$ cat src/hdl/sis_pkg.sv
`timescale 1ns / 1ps
// ----------------------------------------------------------------------------
// Stable insertion sorter package
// Shared widths and the control word that the top level broadcasts to every
// cell of the sorting chain.
// ----------------------------------------------------------------------------
package sis_pkg;

  localparam int unsigned TAG_W   = 32;
  localparam int unsigned GRADE_W = 16;

  // Control broadcast to every cell.
  typedef struct packed {
    logic insert;  // a new word is being placed into the chain
    logic shift;   // the chain moves one place towards cell 0 (drain)
  } sis_ctrl_t;

endpackage

$ cat src/hdl/sis_cell.sv
`timescale 1ns / 1ps
// ----------------------------------------------------------------------------
// Sorting cell
// Holds one record of the sorted chain. On insert it keeps its record, takes
// the new word or takes its left neighbour's record; on drain it takes its
// right neighbour's record.
// ----------------------------------------------------------------------------
module sis_cell
  import sis_pkg::*;
(
  input  logic               clk_i,
  input  sis_ctrl_t          ctrl_i,
  input  logic               occupied_i,
  input  logic [TAG_W-1:0]   new_tag_i,
  input  logic [GRADE_W-1:0] new_grade_i,
  input  logic               left_gt_i,
  input  logic [TAG_W-1:0]   left_tag_i,
  input  logic [GRADE_W-1:0] left_grade_i,
  input  logic [TAG_W-1:0]   right_tag_i,
  input  logic [GRADE_W-1:0] right_grade_i,
  output logic               gt_o,
  output logic [TAG_W-1:0]   tag_o,
  output logic [GRADE_W-1:0] grade_o
);

  logic [TAG_W-1:0]   tag_q,   tag_d;
  logic [GRADE_W-1:0] grade_q, grade_d;

  // An empty cell counts as larger than any key. The strict compare keeps
  // equal grades in arrival order.
  assign gt_o = !occupied_i || (grade_q > new_grade_i);

  // Next content of the cell.
  always_comb begin
    tag_d   = tag_q;
    grade_d = grade_q;
    if (ctrl_i.shift) begin
      tag_d   = right_tag_i;
      grade_d = right_grade_i;
    end else if (ctrl_i.insert && gt_o) begin
      if (left_gt_i) begin
        tag_d   = left_tag_i;
        grade_d = left_grade_i;
      end else begin
        tag_d   = new_tag_i;
        grade_d = new_grade_i;
      end
    end
  end

  // Record storage; payload only, so no reset.
  always_ff @(posedge clk_i) begin
    tag_q   <= tag_d;
    grade_q <= grade_d;
  end

  assign tag_o   = tag_q;
  assign grade_o = grade_q;

endmodule

$ cat config.mk
export PLATFORM = sky130hd
export DESIGN_NAME = sis_cell
export DESIGN_NICKNAME = d
export VERILOG_FILES = /design/src/hdl/sis_pkg.sv /design/src/hdl/sis_cell.sv
export SDC_FILE = /design/constraint.sdc
export NUM_CORES = 1
export LEC_CHECK = 0
export ABC_AREA = 1
export ABC_CLOCK_PERIOD_IN_PS = 7000
export BUFFER_PORTS_ARGS = -buffer_cell sky130_fd_sc_hd__buf_2
export CORE_UTILIZATION = 45
export CTS_BUF_LIST = sky130_fd_sc_hd__clkbuf_4
export DETAILED_ROUTE_END_ITERATION = 8
export PLACE_DENSITY = 0.86
export SYNTH_ARGS = -nofsm -noshare
export SYNTH_HDL_FRONTEND = slang
export SYNTH_SLANG_ARGS = --single-unit
$ cat constraint.sdc
create_clock -name clk_i -period 7 [get_ports clk_i]
set_clock_uncertainty 0.05 [all_clocks]
set_input_delay 1.75 -clock clk_i [delete_from_list [all_inputs] [get_ports clk_i]]
set_output_delay 1.75 -clock clk_i [all_outputs]
set_load 0.1 [all_outputs]
==> metrics.md, run 1 <==
| Metric | Value |
|---|---|
| Routed length on met3 | `594 um` |
| Setup CP Type | `in -> out` |
| Drt pass-1 iters | `4` |
| Highest clock rate | `200 MHz` |
| Crit start category | `input pin` |
| P_int | `0.482 mW` |
| Bufs and invs on worst path | `3` |
| Vias per Instance | `5.13` |
| Ports | `198` |
| Fin Setup TNS | `0 ps` |
| Share of cells above drive strength 1 | `40.7%` |
| Worst hold slack | `1650 ps` |
| TritonCTS clock tree | `built` |
| Crit end category | `output pin` |
| Met2 routed WL | `4240 um` |
| RSZ-0062 raised after global routing | `false` |
| CTS Hold Bufs | `0` |
| Synth area leaders | `edfxtp_1 50%, a21oi_1 18%, nand2_1 8.8%, ha_1 7.0%, nor2_1 6.8%` |
| Post-CTS Repair Setup Buffers | `0` |
| Crit path largest cell delay | `420 ps` |
| Slew margin rel. | `23.7%` |
| WL met1 | `3200 um` |
| Critical Path RT | `5200 ps` |
| Part of the cycle the worst path needs | `71.4%` |
| Post-Syn Area | `0.00286 mm^2` |
| Avg Cell Area, Syn | `8.51 um^2` |
| CTS Buffer Depth | `2` |
| Final wirelength | `8100 um` |
| Die Y | `81.7 um` |
| Synth warnings | `0` |
| Syn nets | `501` |
| Clk pwr share | `15.4%` |
| Gr ovfl total | `0` |
| Die area | `0.00668 mm^2` |
| CP Data Arrival Time | `3200 ps` |
| Top-area cell type share of the netlist area | `50.4%` |
| Comb pwr share | `43.3%` |
| Pin count of the biggest net entering global routing | `50` |
| Iteration-0 DRC Markers | `199` |
| Seq/Total Area, Yosys | `50.4%` |
| First-pass GRT wire length | `12000 um` |
| Tot GR Track Use | `23.5%` |
| Antenna viol nets, final | `0` |
| Vias in the first global route | `2754` |
| # resized after CTS | `0` |
| Port Buffer Count | `197` |
| Syn Inst Count | `336` |
| Max layer used | `met4` |
| Starting Density | `47.4%` |
| P&R area growth vs syn | `35.8%` |
| CTS Buf Count | `5` |
| Crit-path slowest cell | `buf_2` |
| Final setup fails | `0` |
| CP top delay family | `simple AND/OR/NAND/NOR gates` |
| Post-DP HPWL | `5780 um` |
| Routed vias | `3059` |
| Most used cell along the critical path | `nand2_1` |
| Leak | `1.95 nW` |
| Final GP Congestion | `0.829` |
| Synth area leader | `edfxtp_1` |
| Crit path cell chain | `buf_2 > inv_1 > ha_1 > nand2_1 > nor3_2 > nand2_1 > nand2_1 > nand2_1 > nand2_2 > buf_2` |
| Clock-pin slew on the worst setup and hold paths | `150 ps` |
| Worst-Margin Slew | `1140 ps` |
| DRC | `0` |
| H-tree Lvls | `2` |
| Hold crit path type | `in -> reg` |
| Sw Share | `45.2%` |
| Fin crit period | `5000 ps` |
| Core Area | `0.00603 mm^2` |
| Clock sink count | `48` |
| Crit-path max FO | `2` |
| Status | `complete, no violations` |
| Fin. Hold Viols | `0` |
| Net Sw Power | `0.398 mW` |
| Yosys cell types | `18` |
| Seq pwr share | `41.3%` |
| CTS Root Cell | `clkbuf_4` |
| Die width | `81.7 um` |
| Worst-skew pair later-pin latency | `360 ps` |
| Slew Limit Fails | `0` |
| Layout fillers | `519` |
| Ant. Diodes | `0` |
| Fin nets | `685` |
| Antenna violations before repair | `0` |
| Max Cap Violations | `0` |
| Power Dens Cells | `227 mW/mm^2` |
| Max IR drop VDD | `0.130 mV` |
| Drt wl/cell | `13.6 um` |
| Flops & latches, synth | `48` |
| Placement row count | `28` |
==> area by class of cell <==
type                    count  area, um^2  share of cell area [%]
multi-input cells         246        1220                    31.4
well taps                  75        93.8                    2.42
inverters                  22        82.6                    2.13
clock inverters             1        8.76                   0.226
repair buffers            197         986                    25.4
clock buffers               7        52.6                    1.35
flip-flops and latches     48        1440                    37.1
==> worst reg2reg max path, cell delays in order, from the launching register on <==
cell and delay (ps):
edfxtp_1 440, ha_1 340, nand2_1 100, nor3_2 220
nand2_1 80, nand2_1 60, nand2_1 70, nand2_2 60
nand2_1 50, nand2_2 800
==> power groups by stage <==
stage	clock, mW	combinational, mW	sequential, mW
3_5_place_dp	0	0.381	0.370
5_1_grt	0.151	0.403	0.368
2_1_floorplan	0	0.0865	0.578
4_1_cts	0.139	0.382	0.364
6_report	0.135	0.381	0.363
3_3_place_gp	0	0.374	0.368
==> synthesized netlist by cell type <==
cell type / n
a21o_1: 1
nor3_2: 1
buf_4: 6
nor2_2: 1
clkbuf_1: 1
edfxtp_1: 48
nand2_1: 67
nand3_1: 2
nor2_1: 52
a21oi_1: 102
ha_1: 16
o21ai_0: 1
nand2_2: 2
buf_2: 12
nand4_1: 1
inv_1: 20
buf_6: 1
inv_2: 2
==> sequential cells by signal, indices dropped and copies added, names as in the netlist <==
register	cells
grade_o	16
tag_o	32
==> per-layer routing <==
metal  up-vias  global-route usage [%]
met5         -                       0
met1      1388                    26.2
met3         7                    5.89
li1       1511                       -
met4         0                    6.84
met2       153                    43.8
==> worst paths after layout <==
path                   startpoint    endpoint  slack (ps)  cells past startpoint
setup / recovery  new_grade_i[13]        gt_o        2000                     10
hold reg to reg        grade_o[4]   tag_o[15]        1870                      8
hold / removal    right_tag_i[16]   tag_o[16]        1650                      3
setup reg to reg      grade_o[13]  grade_o[5]        4310                      9
==> cells by family (layout without fill, tap and decap cells) <==
kind of cell	after synthesis	count (layout)	share of synthesized area, %
and+or+nand+nor	126	126	17.2
AOI/OAI and AO/OA	104	104	18.3
DFF	48	48	50.4
buffers and inverters	42	227	7.09
adders and majority gates	16	16	7.00
==> through the flow <==
stage	setup slack, ps	area, um^2	cells	utilization [%]	total power, mW
6_report	2000	3880	596	64.4	0.880
4_1_cts	2010	3880	596	64.4	0.885
5_1_grt	1900	3880	596	64.4	0.922
2_1_floorplan	2330	2860	336	-	0.665
3_5_place_dp	2010	3820	588	63.4	0.751
3_3_place_gp	2050	3820	588	63.4	0.743
==> placed cells by master (no fill, tap or decap), drive strengths merged <==
cell,n
a21o,1
a21oi,102
buf,197
clkbuf,7
clkinv,1
edfxtp,48
ha,16
inv,22
nand2,69
nand3,2
nand4,1
nor2,53
nor3,1
o21ai,1
Note: power is estimated with default switching activity, not from simulation.
==> run 2: changes to the inputs <==
--- a/config.mk
+++ b/config.mk
@@ -6,12 +6,12 @@
 export NUM_CORES = 1
 export LEC_CHECK = 0
 export ABC_AREA = 1
-export ABC_CLOCK_PERIOD_IN_PS = 7000
+export ABC_CLOCK_PERIOD_IN_PS = 4800
 export BUFFER_PORTS_ARGS = -buffer_cell sky130_fd_sc_hd__buf_2
-export CORE_UTILIZATION = 45
+export CORE_UTILIZATION = 43
 export CTS_BUF_LIST = sky130_fd_sc_hd__clkbuf_4
 export DETAILED_ROUTE_END_ITERATION = 8
-export PLACE_DENSITY = 0.86
+export PLACE_DENSITY = 0.83
 export SYNTH_ARGS = -nofsm -noshare
 export SYNTH_HDL_FRONTEND = slang
 export SYNTH_SLANG_ARGS = --single-unit
==> constraint.sdc (replaced) <==
create_clock -name clk_i -period 4.8 [get_ports clk_i]
set_clock_uncertainty 0.05 [all_clocks]
set_input_delay 1.2 -clock clk_i [delete_from_list [all_inputs] [get_ports clk_i]]
set_output_delay 1.2 -clock clk_i [all_outputs]
set_load 0.1 [all_outputs]
==> run 2 against run 1 <==
Compared with the run above: sequential power up 46%; global-route usage is 0.21 points higher; first-iteration DRC count shrank 40%; sequential share of layout area fell by 0.13 points; worst hold slack worse by 540 ps; non-clock buffer count rose by 3; total power up 44%; final cell count up 0.67%; clock power rose by 36%; via count grew 0.16%; design area grew 0.35%; largest power group unchanged.
==> metrics.md, run 2 (synthesis gave the netlist of run 1 again) <==
| Metric | Value |
|---|---|
| Placement row count | `29` |
| Layout fillers | `580` |
| Max Cap Violations | `0` |
| Max IR drop VDD | `0.209 mV` |
| H-tree Lvls | `2` |
| Highest clock rate | `257 MHz` |
| Slew Limit Fails | `0` |
| Post-CTS Repair Setup Buffers | `0` |
| Crit end category | `output pin` |
| Routed vias | `3064` |
| Post-DP HPWL | `5950 um` |
| Hold endpoint | `tag_o[4]` |
| Power Dens Cells | `326 mW/mm^2` |
| Pin count of the biggest net entering global routing | `50` |
| Starting Density | `44.8%` |
| Vias per Instance | `5.11` |
| Fin crit period | `3890 ps` |
| Drt pass-1 iters | `4` |
| Part of the cycle the worst path needs | `81.0%` |
| Setup ws final | `911 ps` |
| First-pass GRT wire length | `13300 um` |
| Critical Path RT | `3550 ps` |
| Antenna viol nets, final | `0` |
| CTS Buffer Depth | `2` |
| Worst-skew pair later-pin latency | `350 ps` |
| R2r endpoint | `tag_o[31]` |
| Commonest non-fill, non-tap cell in the layout | `buf_2` |
| Leak | `1.96 nW` |
| Die width | `83.5 um` |
| DRC | `0` |
| Share of cells above drive strength 1 | `40.9%` |
| Fin Setup TNS | `0 ps` |
| Ports | `198` |
| Final setup fails | `0` |
| Clock sink count | `48` |
| RSZ-0062 raised after global routing | `false` |
| Final wirelength | `8210 um` |
| Port Buffer Count | `197` |
| Hold crit path type | `in -> reg` |
| Crit-path max FO | `3` |
| CP Data Arrival Time | `2640 ps` |
| CTS Hold Bufs | `0` |
| Fin nets | `688` |
| Status | `complete, no violations` |
| Antenna violations before repair | `0` |
| HP Start | `right_tag_i[4]` |
| Final GP Congestion | `0.854` |
| R2R Path Start | `grade_o[15]` |
| Setup WS pre-CTS | `899 ps` |
| Max FFs per register | `32` |
| Gr ovfl total | `0` |
| Fin. Hold Viols | `0` |
| Worst-Margin Slew | `969 ps` |
| # resized after CTS | `0` |
| Clock-pin slew on the worst setup and hold paths | `130 ps` |
| Ant. Diodes | `0` |
| TritonCTS clock tree | `built` |
| Vias in the first global route | `2889` |
| Multi-input logic area | `0.00122 mm^2` |
| P&R area growth vs syn | `36.3%` |
| Crit start category | `input pin` |
| Die Y | `83.5 um` |
| Iteration-0 DRC Markers | `120` |
| Flop2flop setup slack | `2390 ps` |
| Die area | `0.00698 mm^2` |
| Core Area | `0.00639 mm^2` |
| Setup CP Type | `in -> out` |
| Tot GR Track Use | `23.7%` |
| CTS Root Cell | `clkbuf_4` |
| FF-to-FF path depth | `10` |
| CTS Buf Count | `5` |
| Slew margin rel. | `35.4%` |
| Drt wl/cell | `13.7 um` |
| WHS Path Cells | `3` |
| Most frequent cells in the layout | `197 x buf_2, 102 x a21oi_1, 66 x nand2_1` |
| Reg area | `0.00144 mm^2` |
-- run 2: cell count changes in the layout (fill, tap and decap cells not counted), sizes merged --
| cell | before | now |
|---|---|---|
| buf | 197 | 200 |
| clkbuf | 7 | 6 |
-- run 2: layout make-up --
| cell class | instances | area share, % |
|---|---|---|
| clock buffers | 6 | 1.16 |
| clock inverters | 1 | 0.128 |
| inverters | 22 | 2.12 |
| multi-input cells | 246 | 31.2 |
| flip-flops and latches | 48 | 37.0 |
| well taps | 77 | 2.47 |
| repair buffers | 200 | 25.9 |
-- run 2: worst max-delay path by stage --
stage / from / to / cells past startpoint
floorplan: new_grade_i[15] / grade_o[0] / 10
global placement: new_grade_i[15] / gt_o / 10
detailed placement: new_grade_i[15] / gt_o / 10
CTS: new_grade_i[15] / gt_o / 10
global route: new_grade_i[15] / gt_o / 10
finish: new_grade_i[15] / gt_o / 10
-- run 2: power breakdown --
part	internal, mW	total [mW]	switching [mW]
Sequential	0.515	0.529	0.0145
Clock	0.0600	0.184	0.124
Combinational	0.118	0.557	0.438
-- run 2: worst max-delay path: stages --
cell	delay, ps
buf_2	90
inv_1	40
ha_1	310
nand2_2	80
nor3_2	230
nand2_1	80
nand2_1	60
nand2_1	70
nand2_2	60
buf_2	420
-- run 2: layer usage --
metal | global-route usage (%) | routed length (um)
met5 | 0 | 0
met1 | 28.0 | 3260
met3 | 3.96 | 484
met2 | 43.4 | 4250
met4 | 8.01 | 206
-- run 2: through the flow --
stage | hold slack, ps | cell area, um^2 | cells | total power, mW | utilization (%)
detailed placement | 1470 | 3850 | 593 | 1.10 | 60.2
global route | 1090 | 3900 | 600 | 1.33 | 61.0
floorplan | 1380 | 2860 | 336 | 0.969 | -
global placement | 1460 | 3850 | 593 | 1.09 | 60.2
finish | 1110 | 3900 | 600 | 1.27 | 61.0
CTS | 1090 | 3900 | 600 | 1.28 | 61.0
